$ cat config.mk
export PLATFORM = sky130hd
export DESIGN_NAME = lru_page_replacement_top
export DESIGN_NICKNAME = d
export VERILOG_FILES = /design/src/hw/rtl/lrupr_pkg.sv /design/src/hw/rtl/lru_page_replacement_top.sv /design/src/hw/rtl/lrupr_cell.sv
export SDC_FILE = /design/constraint.sdc
export NUM_CORES = 1
export LEC_CHECK = 0
export BUFFER_PORTS_ARGS = -buffer_cell sky130_fd_sc_hd__buf_2
export CAP_MARGIN = 25
export CELL_PAD_IN_SITES_DETAIL_PLACEMENT = 1
export CELL_PAD_IN_SITES_GLOBAL_PLACEMENT = 1
export CORE_UTILIZATION = 45
export DETAILED_ROUTE_END_ITERATION = 8
export HOLD_SLACK_MARGIN = 0.12
export PLACE_DENSITY_LB_ADDON = 0.15
export RECOVER_POWER = 50
export SLEW_MARGIN = 0
export SYNTH_ARGS = -nofsm -noshare
export SYNTH_HDL_FRONTEND = slang
export SYNTH_SLANG_ARGS = --single-unit
$ cat constraint.sdc
create_clock -name i_clk -period 5.8 [get_ports i_clk]
set_input_delay 0.58 -clock i_clk [delete_from_list [all_inputs] [get_ports i_clk]]
set_output_delay 0.58 -clock i_clk [all_outputs]
set_load 0.01 [all_outputs]
$ cat src/hw/rtl/lrupr_pkg.sv
// ----------------------------------------------------------------------------
// LRU page replacement - shared package
// Sizes, cell handover packet and update broadcast types.
// ----------------------------------------------------------------------------
`default_nettype none

package lrupr_pkg;

    localparam int NUM_FRAMES = 8;
    localparam int PAGE_BITS  = 16;

    localparam int FRAME_W = (NUM_FRAMES > 1) ? $clog2(NUM_FRAMES) : 1;
    localparam int RANK_W  = FRAME_W;
    localparam int CNT_W   = $clog2(NUM_FRAMES + 1);

    localparam logic [RANK_W-1:0] RANK_MAX = RANK_W'(NUM_FRAMES - 1);

    // fixed port widths
    localparam int CFG_W       = 4;
    localparam int IN_PAGE_W   = 16;
    localparam int OUT_FRAME_W = 3;
    localparam int OUT_PAGE_W  = 16;
    localparam int COUNT_W     = 32;

    localparam logic [CFG_W-1:0] CFG_RESET = 4'd8;

    // packet handed from cell to cell while one reference is looked up
    typedef struct packed {
        logic                 vld;
        logic [PAGE_BITS-1:0] page;
        logic                 hit;
        logic [FRAME_W-1:0]   hit_idx;
        logic [RANK_W-1:0]    hit_rank;
        logic                 empty;
        logic [FRAME_W-1:0]   empty_idx;
        logic                 best_set;
        logic [FRAME_W-1:0]   best_idx;
        logic [RANK_W-1:0]    best_rank;
        logic [PAGE_BITS-1:0] best_page;
    } t_pkt;

    // update broadcast to every cell when a reference is committed
    typedef struct packed {
        logic                 en;
        logic [FRAME_W-1:0]   frame;
        logic [RANK_W-1:0]    old_rank;
        logic                 all_age;
        logic                 fault;
        logic [PAGE_BITS-1:0] page;
    } t_upd;

endpackage

`default_nettype wire

$ cat src/hw/rtl/lru_page_replacement_top.sv
// ----------------------------------------------------------------------------
// LRU page replacement - top level
// Fully associative frame set with least recently used replacement.
// ----------------------------------------------------------------------------
// Input channel (i_valid/o_ready) takes one page reference per transfer. The
// reference travels down a row of frame cells, one cell per cycle, gathering
// hit, first empty frame and oldest frame; at the end of the row the decision
// is broadcast back to all cells at once and the result is registered.
// Output channel (o_valid/i_ready) gives one result per reference: fault,
// frame, evicted page and the saturating fault total.
// One reference is looked up at a time: a new reference is accepted the
// cycle after its result is loaded into the output register, so the block
// takes no new reference until the last one has gone through the cell row
// and been committed. The output register holds a result while the
// receiver stalls; the next reference still runs through the row and waits
// at its end until the output register is free.
// Config channel (i_cfg_valid/o_cfg_ready) writes frames_in_use, always
// ready; write it only while the block is idle. Reset empties all frames,
// clears ranks and the fault total and sets frames_in_use to 8.
// ----------------------------------------------------------------------------
`default_nettype none

module lru_page_replacement_top (
    input  wire logic                              i_clk,
    input  wire logic                              i_rst_n,
    input  wire logic                              i_valid,
    output logic                                   o_ready,
    input  wire logic [lrupr_pkg::IN_PAGE_W-1:0]   i_page_number,
    output logic                                   o_valid,
    input  wire logic                              i_ready,
    output logic                                   o_fault,
    output logic [lrupr_pkg::OUT_FRAME_W-1:0]      o_frame_index,
    output logic                                   o_evicted_valid,
    output logic [lrupr_pkg::OUT_PAGE_W-1:0]       o_evicted_page,
    output logic [lrupr_pkg::COUNT_W-1:0]          o_fault_total,
    input  wire logic                              i_cfg_valid,
    output logic                                   o_cfg_ready,
    input  wire logic [lrupr_pkg::CFG_W-1:0]       i_cfg_frames_in_use
);

    localparam int N = lrupr_pkg::NUM_FRAMES;

    logic [lrupr_pkg::CFG_W-1:0]     r_cfg;
    logic [lrupr_pkg::CNT_W-1:0]     w_active_cnt;
    logic                            r_busy;
    lrupr_pkg::t_pkt                 r_pend;
    lrupr_pkg::t_pkt                 w_chain [N+1];
    logic [N:0]                      w_chain_vld;
    lrupr_pkg::t_upd                 w_upd;
    logic                            w_accept;
    logic                            w_commit;
    logic [31:0]                     w_in32;
    logic [31:0]                     w_frame32;
    logic [31:0]                     w_ev32;
    logic                            w_evict;
    logic [lrupr_pkg::PAGE_BITS-1:0] w_ev_page;
    logic [lrupr_pkg::COUNT_W-1:0]   r_fault_cnt;
    logic [lrupr_pkg::COUNT_W-1:0]   n_fault_cnt;
    logic                            r_out_valid;
    logic                            r_out_fault;
    logic [lrupr_pkg::OUT_FRAME_W-1:0] r_out_frame;
    logic                            r_out_ev_vld;
    logic [lrupr_pkg::OUT_PAGE_W-1:0] r_out_ev_page;

    // config register
    assign o_cfg_ready = 1'b1;

    always_ff @(posedge i_clk) begin
        if (!i_rst_n) begin
            r_cfg <= lrupr_pkg::CFG_RESET;
        end else if (i_cfg_valid) begin
            r_cfg <= i_cfg_frames_in_use;
        end
    end

    always_comb begin
        if (r_cfg == '0) begin
            w_active_cnt = lrupr_pkg::CNT_W'(1);
        end else if (32'(r_cfg) > 32'(N)) begin
            w_active_cnt = lrupr_pkg::CNT_W'(N);
        end else begin
            w_active_cnt = lrupr_pkg::CNT_W'(r_cfg);
        end
    end

    // lookup injection
    assign o_ready  = !r_busy;
    assign w_accept = i_valid && o_ready;
    assign w_in32   = 32'(i_page_number);

    always_comb begin
        w_chain[0]      = '0;
        w_chain[0].vld  = w_accept;
        w_chain[0].page = w_in32[lrupr_pkg::PAGE_BITS-1:0];
    end

    for (genvar g = 0; g < N; g++) begin : g_cell
        lrupr_cell u_cell (
            .i_clk        (i_clk),
            .i_rst_n      (i_rst_n),
            .i_cell_idx   (lrupr_pkg::FRAME_W'(g)),
            .i_active_cnt (w_active_cnt),
            .i_pkt        (w_chain[g]),
            .i_upd        (w_upd),
            .o_pkt        (w_chain[g+1])
        );
    end

    for (genvar g = 0; g <= N; g++) begin : g_vld
        assign w_chain_vld[g] = w_chain[g].vld;
    end

    // decision at the end of the row
    assign w_commit = r_pend.vld && (!r_out_valid || i_ready);

    always_comb begin
        w_upd          = '0;
        w_upd.en       = w_commit;
        w_upd.page     = r_pend.page;
        w_evict        = 1'b0;
        w_ev_page      = '0;
        if (r_pend.hit) begin
            w_upd.frame    = r_pend.hit_idx;
            w_upd.old_rank = r_pend.hit_rank;
        end else if (r_pend.empty) begin
            w_upd.fault    = 1'b1;
            w_upd.frame    = r_pend.empty_idx;
            w_upd.all_age  = 1'b1;
        end else begin
            w_upd.fault    = 1'b1;
            w_upd.frame    = r_pend.best_idx;
            w_upd.old_rank = r_pend.best_rank;
            w_evict        = 1'b1;
            w_ev_page      = r_pend.best_page;
        end
    end

    assign w_frame32   = 32'(w_upd.frame);
    assign w_ev32      = 32'(w_ev_page);
    assign n_fault_cnt = (r_fault_cnt == '1) ? r_fault_cnt : r_fault_cnt + 1'b1;

    always_ff @(posedge i_clk) begin
        if (!i_rst_n) begin
            r_busy      <= 1'b0;
            r_pend      <= '0;
            r_fault_cnt <= '0;
            r_out_valid <= 1'b0;
        end else begin
            if (w_accept) begin
                r_busy <= 1'b1;
            end else if (w_commit) begin
                r_busy <= 1'b0;
            end

            if (w_chain[N].vld) begin
                r_pend <= w_chain[N];
            end else if (w_commit) begin
                r_pend.vld <= 1'b0;
            end

            if (w_commit && w_upd.fault) begin
                r_fault_cnt <= n_fault_cnt;
            end

            if (w_commit) begin
                r_out_valid <= 1'b1;
            end else if (i_ready) begin
                r_out_valid <= 1'b0;
            end
        end
    end

    always_ff @(posedge i_clk) begin
        if (w_commit) begin
            r_out_fault   <= w_upd.fault;
            r_out_frame   <= w_frame32[lrupr_pkg::OUT_FRAME_W-1:0];
            r_out_ev_vld  <= w_evict;
            r_out_ev_page <= w_ev32[lrupr_pkg::OUT_PAGE_W-1:0];
        end
    end

    assign o_valid         = r_out_valid;
    assign o_fault         = r_out_fault;
    assign o_frame_index   = r_out_frame;
    assign o_evicted_valid = r_out_ev_vld;
    assign o_evicted_page  = r_out_ev_page;
    assign o_fault_total   = r_fault_cnt;

    // only one reference in the row at any time
    a_one_in_flight: assert property (@(posedge i_clk) disable iff (!i_rst_n)
        $countones({w_chain_vld, r_pend.vld}) <= 1)
        else $error("more than one lookup in flight");

    // a hit leaves the fault total alone
    a_hit_no_count: assert property (@(posedge i_clk) disable iff (!i_rst_n)
        (w_commit && !w_upd.fault) |=> $stable(r_fault_cnt))
        else $error("fault total moved on a hit");

    // an eviction is always a fault
    a_evict_fault: assert property (@(posedge i_clk) disable iff (!i_rst_n)
        o_valid |-> (!o_evicted_valid || o_fault))
        else $error("eviction reported without fault");

    // no new reference while one is still being looked up
    a_busy_hold: assert property (@(posedge i_clk) disable iff (!i_rst_n)
        (r_pend.vld && !w_commit) |=> !o_ready)
        else $error("input ready while a lookup is pending");

endmodule

`default_nettype wire

$ cat src/hw/rtl/lrupr_cell.sv
// ----------------------------------------------------------------------------
// LRU page replacement - frame cell
// Holds one frame (page, valid, recency rank), folds its state into the
// lookup packet passing through and applies the committed update.
// ----------------------------------------------------------------------------
`default_nettype none

module lrupr_cell (
    input  wire logic                          i_clk,
    input  wire logic                          i_rst_n,
    input  wire logic [lrupr_pkg::FRAME_W-1:0] i_cell_idx,
    input  wire logic [lrupr_pkg::CNT_W-1:0]   i_active_cnt,
    input  wire lrupr_pkg::t_pkt               i_pkt,
    input  wire lrupr_pkg::t_upd               i_upd,
    output lrupr_pkg::t_pkt                    o_pkt
);

    logic                              r_valid;
    logic [lrupr_pkg::RANK_W-1:0]      r_rank;
    logic [lrupr_pkg::PAGE_BITS-1:0]   r_page;
    lrupr_pkg::t_pkt                   r_pkt;
    lrupr_pkg::t_pkt                   n_pkt;
    logic                              w_active;
    logic                              w_age;

    assign w_active = 32'(i_cell_idx) < 32'(i_active_cnt);

    always_comb begin
        n_pkt = i_pkt;
        if (w_active) begin
            if (!i_pkt.hit && r_valid && (r_page == i_pkt.page)) begin
                n_pkt.hit      = 1'b1;
                n_pkt.hit_idx  = i_cell_idx;
                n_pkt.hit_rank = r_rank;
            end
            if (!i_pkt.empty && !r_valid) begin
                n_pkt.empty     = 1'b1;
                n_pkt.empty_idx = i_cell_idx;
            end
            // strictly older wins, so ties keep the lower frame
            if (!i_pkt.best_set || (r_rank > i_pkt.best_rank)) begin
                n_pkt.best_set  = 1'b1;
                n_pkt.best_idx  = i_cell_idx;
                n_pkt.best_rank = r_rank;
                n_pkt.best_page = r_page;
            end
        end
    end

    assign w_age = r_valid && (i_upd.all_age || (r_rank < i_upd.old_rank)) &&
                   (r_rank < lrupr_pkg::RANK_MAX);

    always_ff @(posedge i_clk) begin
        if (!i_rst_n) begin
            r_pkt   <= '0;
            r_valid <= 1'b0;
            r_rank  <= '0;
        end else begin
            r_pkt <= n_pkt;
            if (i_upd.en && w_active) begin
                if (i_upd.frame == i_cell_idx) begin
                    r_valid <= 1'b1;
                    r_rank  <= '0;
                end else if (w_age) begin
                    r_rank <= r_rank + 1'b1;
                end
            end
        end
    end

    always_ff @(posedge i_clk) begin
        if (i_upd.en && w_active && i_upd.fault && (i_upd.frame == i_cell_idx)) begin
            r_page <= i_upd.page;
        end
    end

    assign o_pkt = r_pkt;

endmodule

`default_nettype wire

==> results.sh <==
export IMPL_max_freq_ghz=0.244
export IMPL_cts_root_buffer="clkbuf_16"
export IMPL_maxCapViolCount=5
export IMPL_synth_area_sq_um=24000
export IMPL_wl_per_cell_microns=20.8
export IMPL_nets=2293
export IMPL_synth_ff_type="dfxtp_1"
export IMPL_grt_pass1_vias=16900
export IMPL_syn_nets=2214
export IMPL_cp_end_kind="register"
export IMPL_gr_total_overflow=0
export IMPL_vias_per_cell=5.27
export IMPL_vias=15700
export IMPL_setup_tns_ns=0
export IMPL_gp_congestion=0.873
export IMPL_cts_tree="yes"
export IMPL_final_hold_violation_count=0
export IMPL_ant_nets=0
export IMPL_fin_crit_sh_pct=70.6
export IMPL_violations="max-capacitance violations, max-slew violations"
export IMPL_cts_buffers=70
export IMPL_slew_headroom_pct=-90.4
export IMPL_fp_dieH_microns=233
export IMPL_drt_pass1_iter_count=4
export IMPL_dieArea_sq_um=54300
export IMPL_clock_latency_ns=0.61
export IMPL_holdCritPathClass="in -> reg"
export IMPL_cp_data_arrival_time_ns=4.55
export IMPL_final_cell_mix="dfxtp_1, nor2_1, mux2i_1"
export IMPL_drive_gt1_share_pct=8.06
export IMPL_htreeDepth=3
export IMPL_fin_area_sq_um=27500
export IMPL_clkTransAtPathRegs_ns=0.06
export IMPL_finalMaxSlewViolations=408
export IMPL_rsz0062_at_grt="no"
export IMPL_antennaDiodeCount=0
export IMPL_die_x_microns=233
export IMPL_coreArea_sq_um=52700
export IMPL_clk_path_buf_depth=3
export IMPL_cts_resized=0
export IMPL_hold_path_startpoint="i_page_number[11]"
export IMPL_synthArstFlopShare_pct=0
export IMPL_dpl_cell_area_sq_um=25100
export IMPL_rr_startpoint="o_valid$_SDFFE_PN0P_"
export IMPL_ys_ff_latch=655
export IMPL_period_needed_ns=4.09
export IMPL_startpoint="i_rst_n"
export IMPL_start_kind="primary input"
export IMPL_skew_ns=0.0215
export IMPL_hold_path_depth=2
export IMPL_yosysTopAreaCell="dfxtp_1"
export IMPL_critical_path_class="in -> reg"
export IMPL_yosysTopAreaCellShare_pct=42.1
export IMPL_ctsHoldBuffers=0
export IMPL_syn_to_final_growth_pct=14.6
export IMPL_setup_viol=0
export IMPL_worst_pin_slew_ns=2.86
export IMPL_layout_commonest_cell="dfxtp_1"
export IMPL_worstPathMaxFanout=129
export IMPL_track_usage_pct=23.3
export IMPL_dp_hpwl_microns=43500
export IMPL_critPathRequiredTime_ns=6.26
export IMPL_power_density_nw_per_um2=356
export IMPL_outcome="complete, but fails checks"
export IMPL_grt_pass1_wl_microns=96500
export IMPL_leakage_nw=10.4
export IMPL_synth_cell_types=68
export IMPL_portBuffers=79
export IMPL_clock_sinks=655
export IMPL_grt_max_degree=130
export IMPL_fillers=5580
export IMPL_routed_wl_microns=62000
export IMPL_postSynthAreaPerCell_sq_um=11.1
export IMPL_drt_iter0_drc=767
export IMPL_reg2reg_depth=8
export IMPL_seq_area_sq_um=14600
export IMPL_syn_inst=2159
export IMPL_num_rows=84
export IMPL_ys_seq_area_share_pct=60.8
export IMPL_multiInputGateArea_sq_um=8940
export IMPL_antenna_found_initial=0
export IMPL_synth_edff_count=149
export IMPL_ios=81
export IMPL_cts_setup_buffers=0
export IMPL_start_util_pct=45.6
export IMPL_yosys_top_cells_area="dfxtp_1, edfxtp_1, mux2i_1"
export IMPL_drcViolationCount=0
export IMPL_ir_worst_vdd_mv=0.302
export IMPL_yosys_warnings=0
[stage by stage]
stage	power [mW]	std cells	hold WS, ns	util, %	setup WS, ns
after global routing	10.1	2983	0.187	52.3	1.21
after global placement	5.23	2851	0.409	47.7	2.37
after detailed placement	5.24	2852	0.405	47.7	2.32
final	9.80	2983	0.206	52.3	1.71
after CTS	9.92	2981	0.167	52.4	2.53
after floorplan	5.11	2159	0.395	-	2.52
[report_power, final]
part | internal, mW | total, mW | leakage, nW | switching [mW]
registers | 4.74 | 4.79 | 5.49 | 0.0532
clock network | 2.87 | 4.67 | 1.20 | 1.80
logic | 0.125 | 0.338 | 3.70 | 0.213
total | 7.74 | 9.80 | 10.4 | 2.07
[cells in the mapped netlist, types with 14 or more instances]
library cell / number
a21oi_1: 57
edfxtp_1: 149
nand2b_1: 14
o21ai_0: 20
inv_1: 38
mux2i_1: 200
nand3_1: 48
xor2_1: 77
nor2_1: 370
xnor2_1: 83
nand4_1: 30
clkbuf_1: 73
o21a_1: 15
nor4_1: 19
dfxtp_1: 506
nand2_1: 53
ha_1: 30
and3_1: 19
and2_1: 184
nor3_1: 27
[layout make-up]
type | count | share of cell area (%)
clock buffers | 107 | 7.80
clock inverters | 22 | 1.12
inverters | 40 | 0.573
multi-input cells | 1368 | 32.5
flip-flops and latches | 655 | 53.0
well taps | 688 | 3.13
repair buffers | 103 | 1.88
[flip-flops by register name, indices dropped and copies added, names as in the netlist, 4 cells and up]
register and cells:
o_fault_total 32, g_cell.u_cell.r_rank 24, g_cell.u_cell.r_valid 8, r_pend 50, r_cfg 4, g_cell.u_cell.r_page 128
g_cell.u_cell.o_pkt 386, o_evicted_page 16
[critical path, stage by stage]
cell and delay, ns:
clkbuf_1 1.13, inv_8 0.52, clkbuf_2 1.61, nor2_1 0.62
[cells by family after synthesis]
group	count (synthesis)	share of synthesized area, %
AOI/OAI and AO/OA	135	3.57
xor gates and xnor gates	160	5.83
adders and majority gates	33	1.69
buffers and inverters	136	2.23
DFF	655	60.8
muxes	200	8.33
other	1	0.0156
and+or+nand+nor	839	17.6
[worst paths after layout]
| check | end | slack, ns |
|---|---|---|
| worst max-delay path | g_cell[5].u_cell.o_pkt[15]$_SDFF_PN0_ | 1.71 |
| worst min register to register | g_cell[6].u_cell.o_pkt[30]$_SDFF_PN0_ | 0.41 |
| worst min-delay path | g_cell[0].u_cell.o_pkt[45]$_SDFF_PN0_ | 0.21 |
| worst max register to register | o_fault_total[31]$_SDFFE_PN0P_ | 2.63 |
[per-layer routing]
layer,part of all wire (%),up-vias,track usage (%)
li1,-,7464,-
met1,45,7878,29.7
met2,49,259,39.9
met3,3.2,120,3.78
met4,3.0,0,8.21
met5,0,-,0
Note: power is estimated with default switching activity, not from simulation.
